===== src/rtl/adam_weight_update_defines.svh =====
// Assertion macros used by the top-level RTL file.
`ifndef ADAM_WEIGHT_UPDATE_DEFINES_SVH
`define ADAM_WEIGHT_UPDATE_DEFINES_SVH
`ifndef NO_ASSERTIONS
`define AWU_ASSERT_NOW(label, clk, rst, ante, cons) \
   label: assert property (@(posedge clk) disable iff (rst) (ante) |-> (cons)) \
      else $error("adam_weight_update: same-cycle check failed");
`define AWU_ASSERT_NEXT(label, clk, rst, ante, cons) \
   label: assert property (@(posedge clk) disable iff (rst) (ante) |=> (cons)) \
      else $error("adam_weight_update: next-cycle check failed");
`else
`define AWU_ASSERT_NOW(label, clk, rst, ante, cons)
`define AWU_ASSERT_NEXT(label, clk, rst, ante, cons)
`endif
`endif


===== src/rtl/adwu_pkg.sv =====
`default_nettype none
package adwu_pkg;

   localparam int unsigned MAX_LENGTH_DEF = 1024;

   localparam int DATA_W      = 32;
   localparam int INDEX_W     = 10;
   localparam int VLEN_W      = 11;
   localparam int COEF_W      = 24;
   localparam int EPS_W       = 32;
   localparam int CSR_INDEX_W = 3;
   localparam int CSR_DATA_W  = 32;
   localparam int QUEUE_DEPTH = 2;
   localparam int DIV_NUM_W   = 64;
   localparam int DIV_DEN_W   = 40;

   // 1.0 in Q1.24
   localparam logic [COEF_W:0] Q_ONE = 25'h100_0000;

   localparam logic signed [DATA_W-1:0] SAT_MAX = 32'sh7FFF_FFFF;
   localparam logic signed [DATA_W-1:0] SAT_MIN = -32'sh7FFF_FFFF - 32'sd1;

   localparam logic [VLEN_W-1:0] VECTOR_LENGTH_RST = 11'd1024;
   localparam logic [COEF_W-1:0] STEP_SIZE_RST     = 24'd16777;
   localparam logic [COEF_W-1:0] BETA_FIRST_RST    = 24'd15099494;
   localparam logic [COEF_W-1:0] BETA_SECOND_RST   = 24'd16760439;
   localparam logic [EPS_W-1:0]  EPSILON_TERM_RST  = 32'd43;

   localparam logic OP_LOAD     = 1'b0;
   localparam logic OP_GRADIENT = 1'b1;

   typedef enum logic [CSR_INDEX_W-1:0] {
      CSR_VECTOR_LENGTH = 3'd0,
      CSR_STEP_SIZE     = 3'd1,
      CSR_BETA_FIRST    = 3'd2,
      CSR_BETA_SECOND   = 3'd3,
      CSR_EPSILON_TERM  = 3'd4
   } csr_index_type;

   typedef struct packed {
      logic [VLEN_W-1:0] vector_length;
      logic [COEF_W-1:0] step_size;
      logic [COEF_W-1:0] beta_first;
      logic [COEF_W-1:0] beta_second;
      logic [EPS_W-1:0]  epsilon_term;
   } adwu_cfg_type;

   typedef struct packed {
      logic                     op;
      logic [INDEX_W-1:0]       index;
      logic signed [DATA_W-1:0] value;
      logic                     last;
      logic                     bad;
   } adwu_item_type;

endpackage
`default_nettype wire


===== src/rtl/adwu_front.sv =====
`default_nettype none
module adwu_front #(
   parameter int unsigned MAX_LENGTH = adwu_pkg::MAX_LENGTH_DEF
) (
   input  logic                              clock,
   input  logic                              reset,
   input  logic                              clearing,
   input  logic [adwu_pkg::VLEN_W-1:0]       vector_length,
   input  logic                              req_valid,
   output logic                              req_ready,
   input  logic                              req_op,
   input  logic [adwu_pkg::INDEX_W-1:0]      req_index,
   input  logic signed [adwu_pkg::DATA_W-1:0] req_value,
   input  logic                              req_last,
   output logic                              item_valid,
   output adwu_pkg::adwu_item_type           item,
   input  logic                              item_pop
);
   import adwu_pkg::*;

   localparam int PTR_W = (QUEUE_DEPTH > 1) ? $clog2(QUEUE_DEPTH) : 1;
   localparam int CNT_W = $clog2(QUEUE_DEPTH + 1);

   adwu_item_type    slot_ff [QUEUE_DEPTH];
   adwu_item_type    new_item;
   logic [PTR_W-1:0] wr_ptr_ff, wr_ptr_in;
   logic [PTR_W-1:0] rd_ptr_ff, rd_ptr_in;
   logic [CNT_W-1:0] count_ff, count_in;
   logic             push;
   logic             pop;

   always_comb begin
      new_item.op    = req_op;
      new_item.index = req_index;
      new_item.value = req_value;
      new_item.last  = req_last;
      // Out-of-range items still travel through the queue to keep order.
      new_item.bad   = ({1'b0, req_index} >= vector_length) ||
                       (32'(req_index) >= 32'(MAX_LENGTH));
   end

   assign req_ready  = !clearing && (count_ff != CNT_W'(QUEUE_DEPTH));
   assign item_valid = (count_ff != '0);
   assign item       = slot_ff[rd_ptr_ff];
   assign push       = req_valid && req_ready;
   assign pop        = item_pop && item_valid;

   always_comb begin
      wr_ptr_in = wr_ptr_ff;
      rd_ptr_in = rd_ptr_ff;
      count_in  = count_ff;
      if (push) begin
         wr_ptr_in = (wr_ptr_ff == PTR_W'(QUEUE_DEPTH - 1)) ? '0 : wr_ptr_ff + PTR_W'(1);
      end
      if (pop) begin
         rd_ptr_in = (rd_ptr_ff == PTR_W'(QUEUE_DEPTH - 1)) ? '0 : rd_ptr_ff + PTR_W'(1);
      end
      if (push && !pop) begin
         count_in = count_ff + CNT_W'(1);
      end else if (pop && !push) begin
         count_in = count_ff - CNT_W'(1);
      end
   end

   always_ff @(posedge clock) begin
      if (reset) begin
         wr_ptr_ff <= '0;
         rd_ptr_ff <= '0;
         count_ff  <= '0;
      end else begin
         wr_ptr_ff <= wr_ptr_in;
         rd_ptr_ff <= rd_ptr_in;
         count_ff  <= count_in;
      end
   end

   always_ff @(posedge clock) begin
      if (push) begin
         slot_ff[wr_ptr_ff] <= new_item;
      end
   end

endmodule
`default_nettype wire


===== config.mk =====
export PLATFORM = sky130hd
export DESIGN_NAME = adwu_front
export DESIGN_NICKNAME = d
export VERILOG_FILES = /design/src/rtl/adam_weight_update_defines.svh /design/src/rtl/adwu_pkg.sv /design/src/rtl/adwu_front.sv
export SDC_FILE = /design/constraint.sdc
export NUM_CORES = 1
export LEC_CHECK = 0
export BUFFER_PORTS_ARGS = -buffer_cell sky130_fd_sc_hd__clkbuf_2
export CORE_MARGIN = 2
export CORE_UTILIZATION = 55
export DETAILED_ROUTE_END_ITERATION = 8
export MAX_ROUTING_LAYER = met4
export PLACE_DENSITY = 0.84
export SLEW_MARGIN = 15
export SYNTH_ARGS = -nofsm -noshare
export SYNTH_HDL_FRONTEND = slang
export SYNTH_SLANG_ARGS = --single-unit

===== constraint.sdc =====
create_clock -name clock -period 7.05 [get_ports clock]
set_input_delay 0.3525 -clock clock [delete_from_list [all_inputs] [get_ports clock]]
set_output_delay 0.3525 -clock clock [all_outputs]
set_load 0.005 [all_outputs]

Word-level counts from Yosys, hierarchy flattened:

Memory sizes are Yosys's and may differ from the RTL's. A register that Yosys moved wholly into a read port is not among the register bits.
Cells that the tools add are included.

* register bits: 4
* latch bits: 0
* memory bits (writable): 90
* ROM bits: 0
* memories kept: 1

* $add $sub $neg: 4
* multiply operators: 0
* div/mod/pow operators: 0
* magnitude comparators: 1
* eq/ne operators: 1
* shift operators: 0
* muxes and demuxes: 8
* bitwise logic cells: 0
* reduce and logical (&&, ||, !) cells: 10

Memory list
* slot_ff: words 2, width 45, rd ports 1, clocked after Yosys merged registers in 1, wr ports 1, RTL line adwu_front.sv:24 `adwu_item_type slot_ff [QUEUE_DEPTH];`

Operators with widths (number)
* $ge A10 B11 Y1: 1
* $mux W1: 6
* $logic_and A1 B1 Y1: 5
* $mux W2: 2
* $reduce_bool A2 Y1: 2
* $logic_not A1 Y1: 3
* $add A1 B1 Y1 const B: 2
* $add A2 B1 Y2 const B: 1
* $ne A2 B2 Y1 const B: 1
* $sub A2 B1 Y2 const B: 1

Logic depth before layout (Yosys ltp):

* word-level depth: 7
* mapped depth: 6
* gate-level depth less buffers: 6

Least setup slack after synthesis:

Ideal clock, no wire load.

* kind: reg2reg
* start point: register count_ff[0]
* end point: memory slot_ff[0][0] (netlist bit) (enable)
* arrival time: 2.789 ns
* required time: 6.597 ns
* path slack: 3.808 ns
* cell stages (with the launch flop): 4
* clock period less this slack: 3.242 ns
* cells stage by stage: dfxtp_1 inv_2 a211oi_4 nor2b_1

* longest elaborated chain between the ends: 5

Ends and longest elaborated chain
* from (decl): RTL line adwu_front.sv:28 `logic [CNT_W-1:0] count_ff, count_in;`
* from (signal assigned): RTL line adwu_front.sv:73 `count_ff <= count_in;`
* $ne A2 B2 Y1: RTL line adwu_front.sv:42 `assign req_ready = !clearing && (count_ff != CNT_W'(QUEUE_DEPTH));`
* $logic_and A1 B1 Y1: RTL line adwu_front.sv:42
* $logic_and A1 B1 Y1: RTL line adwu_front.sv:45 `assign push = req_valid && req_ready;`
* net push: RTL line adwu_front.sv:29 `logic push;`
* $mux W1: RTL line adwu_front.sv:78 `if (push) begin`
* $mux W1 (implied by the code): RTL line adwu_front.sv:79 `slot_ff[wr_ptr_ff] <= new_item;`
* to (decl): RTL line adwu_front.sv:24

The timed path passes the listed nets, and every way through them passes these cells.

==> flow_metrics.tcl <==
set metrics [dict create \
    status "complete, no violations" \
    leakage_uw 0.00180 \
    cts_hold_buf 0 \
    max-cap-violations 0 \
    drcViolationCount 0 \
    critPathMaxStageDelay_ns 1.02 \
    instances_no_fill 395 \
    hp-start "req_value[27]" \
    num-nets-final 384 \
    timing.final.crit_share_pct 32.6 \
    layout-drive-gt1-share_pct 54.4 \
    core_sq_um 6420 \
    grt_remaining_overflow 0 \
    critPathMaxFanout 45 \
    antenna_left 0 \
    postSynthAreaPerCell_sq_um 18.5 \
    final_cell_area_sq_um 4550 \
    tns_ns 0 \
    syn_nets 271 \
    grt_usage_pct 16.9 \
    r2r_end "slot_ff[1][35]$_DFFE_PP_" \
    grt_pass1_vias 2025 \
    dr.pass1.iters 4 \
    hold_viol 0 \
    clkLatencyLatePin_ns 0.34 \
    min_path_cells 1 \
    cts_buffer_depth 2 \
    finalWeightedCongestion 0.733 \
    maxSlewHeadroom_pct 28.9 \
    cp.arrival_ns 1.95 \
    grt_max_degree 46 \
    ir_worst_vdd_uv 206 \
    dp_hpwl_um 3960 \
    hold_path_class "primary input to register" \
    io_pins 107 \
    rows 29 \
    timing.hold.worst_endpoint "slot_ff[1][29]$_DFFE_PP_" \
    start_util_pct 57.8 \
    path_clk_slew_ns 0.09 \
    cts_tree "yes" \
    cts_buffers 9 \
    grt_antenna_before_repair 0 \
    setup-violations-final 0 \
    via_per_inst 5.15 \
    clkSinkCount 95 \
    dpl-instance-area_sq_um 4330 \
    synth_area_leaders "edfxtp_1, mux2_2, ha_1, dfxtp_1, inv_1" \
    drt_iter0_drc 91 \
    cts_setup_buffers 0 \
    yosysTopAreaCell "edfxtp_1" \
    slew_viol_final 0 \
    cp_slowest_cell "dfxtp_2" \
    grt_pass1_wl_um 9070 \
    io_buffers 106 \
    fin_util_pct 70.8 \
    p_per_area_nw_per_um2 309 \
    die_w_um 86.1 \
    worstPathRequired_ns 6.70 \
    post-route-min-period_ns 2.30 \
    startpoint_type "register" \
    yosysWarnings 0 \
    r2r_start "count_ff[0]$_SDFFE_PP0P_" \
    avgRoutedWirePerCell_um 15.2 \
    rsz0062_at_grt "no" \
    syn-instance-count 200 \
    cts_root_buf "clkbuf_8" \
    netlist-cell-type-count 21 \
    htreeDepth 3 \
    crit_path_end_kind "output port" \
    routed_wl_um 6010 \
    synth_area_sq_um 3710 \
    synth.yosys.seq_area_share_pct 75.5 \
    dp_cells 379 \
    yosysTopAreaCellShare_pct 72.8 \
    path_class "register to output port" \
    path_cells "mux2_2 -> clkbuf_2" \
    r2r_slack_ns 4.94 \
    antenna_cells 0 \
    fin_worst_skew_ns 0.00896 \
    tightestPinTransition_ns 1.07 \
    area_growth_pct 22.6 \
    dieArea_sq_um 7420 \
    post_cts_resized 0 \
    ys_ff_latch 95 \
    die_h_um 86.1 \
    r2r_cells 3 \
    vias 2034 \
    max_freq_mhz 435 \
]
==> final cells by class <==
class | count | area, sq um
Inverter | 12 | 45.0
Clock buffer | 10 | 128
Sequential cell | 95 | 2800
Multi-Input combinational cell | 88 | 846
Clock inverter | 6 | 92.6
Fill cell | 428 | 1870
Tap cell | 77 | 96.3
Timing Repair Buffer | 107 | 538
==> cells in the final DEF (no fill, tap or decap), drive strengths merged <==
master	netlist	final
mux2	45	45
a21oi	7	7
o22ai	1	1
edfxtp	90	90
nand2	4	4
o21ai	3	3
a21o	1	1
a211oi	1	1
clkinv	0	1
nand4b	1	1
clkbuf	0	116
xnor2	1	1
nor2b	2	2
xor2	3	3
ha	11	11
and2	1	1
inv	12	13
buf	5	1
bufinv	0	2
dfxtp	5	5
clkinvlp	0	2
or3	1	1
or2	1	1
nor2	5	5
==> where the power goes <==
group / leakage (uW) / total [uW] / switching (uW) / internal [uW]
sequential: 0.000867 / 731 / 54.7 / 676
clock: 0.000103 / 385 / 183 / 202
combinational: 0.000833 / 291 / 120 / 171
total: 0.00180 / 1410 / 357 / 1050
==> kinds of logic (layout without fill, tap and decap cells) <==
family / count (synthesis) / after routing / synth area share, %
fa+ha+maj: 11 / 11 / 3.71
compound gates: 13 / 13 / 2.26
xor+xnor: 4 / 4 / 0.945
buf+inv: 17 / 135 / 1.89
mux: 45 / 45 / 13.7
flops: 95 / 95 / 75.5
simple gates: 15 / 15 / 1.99
==> per-layer routing <==
metal	part of all wire, %	vias up	GRT usage (%)
li1	-	980	-
met1	43	971	19.9
met2	50	74	27.8
met3	5.3	9	3.85
met4	1.8	0	7.79
met5	0	-	-
==> cells in the mapped netlist <==
cell / number
edfxtp_1: 90
inv_2: 1
or2_2: 1
o21ai_0: 3
mux2_2: 45
buf_2: 5
nand2_1: 4
or3_1: 1
nor2b_1: 2
a211oi_4: 1
o22ai_1: 1
xor2_1: 3
inv_1: 11
nor2_1: 5
xnor2_1: 1
a21oi_1: 7
a21o_1: 1
dfxtp_1: 5
nand4b_1: 1
and2_1: 1
ha_1: 11
==> worst max path at each step <==
stage                        startpoint                        to  slack (ns)  cells after the start
6_report                       register                   item[3]        4.75                      2
5_1_grt                        register                   item[3]        4.62                      2
4_1_cts                        register                   item[3]        4.71                      2
3_3_place_gp   count_ff[0]$_SDFFE_PP0P_  slot_ff[1][13]$_DFFE_PP_        4.99                      3
3_5_place_dp   count_ff[0]$_SDFFE_PP0P_   slot_ff[1][7]$_DFFE_PP_        4.92                      3
2_1_floorplan  count_ff[0]$_SDFFE_PP0P_   slot_ff[0][0]$_DFFE_PP_        3.81                      3
==> worst max-delay path: cells and delay by family, from the launching register on <==
| kind | cells | cell delay, ns |
|---|---|---|
| flip-flops | 1 | 1.02 |
| multiplexers | 1 | 0.44 |
| buffers and inverters | 1 | 0.12 |
==> metrics by stage <==
step           total power (uW)  hold slack, ns  setup slack [ns]
2_1_floorplan               911           0.422              3.81
3_3_place_gp               1030           0.484              4.99
3_5_place_dp               1040           0.490              4.92
4_1_cts                    1420           0.177              4.71
5_1_grt                    1470           0.167              4.62
6_report                   1410           0.191              4.75
==> registers in the layout, indices dropped and copies added (netlist names), named ones only <==
signal     cells
slot_ff       90
wr_ptr_ff      1
count_ff       2
rd_ptr_ff      1
(Power assumes the default switching activity.)
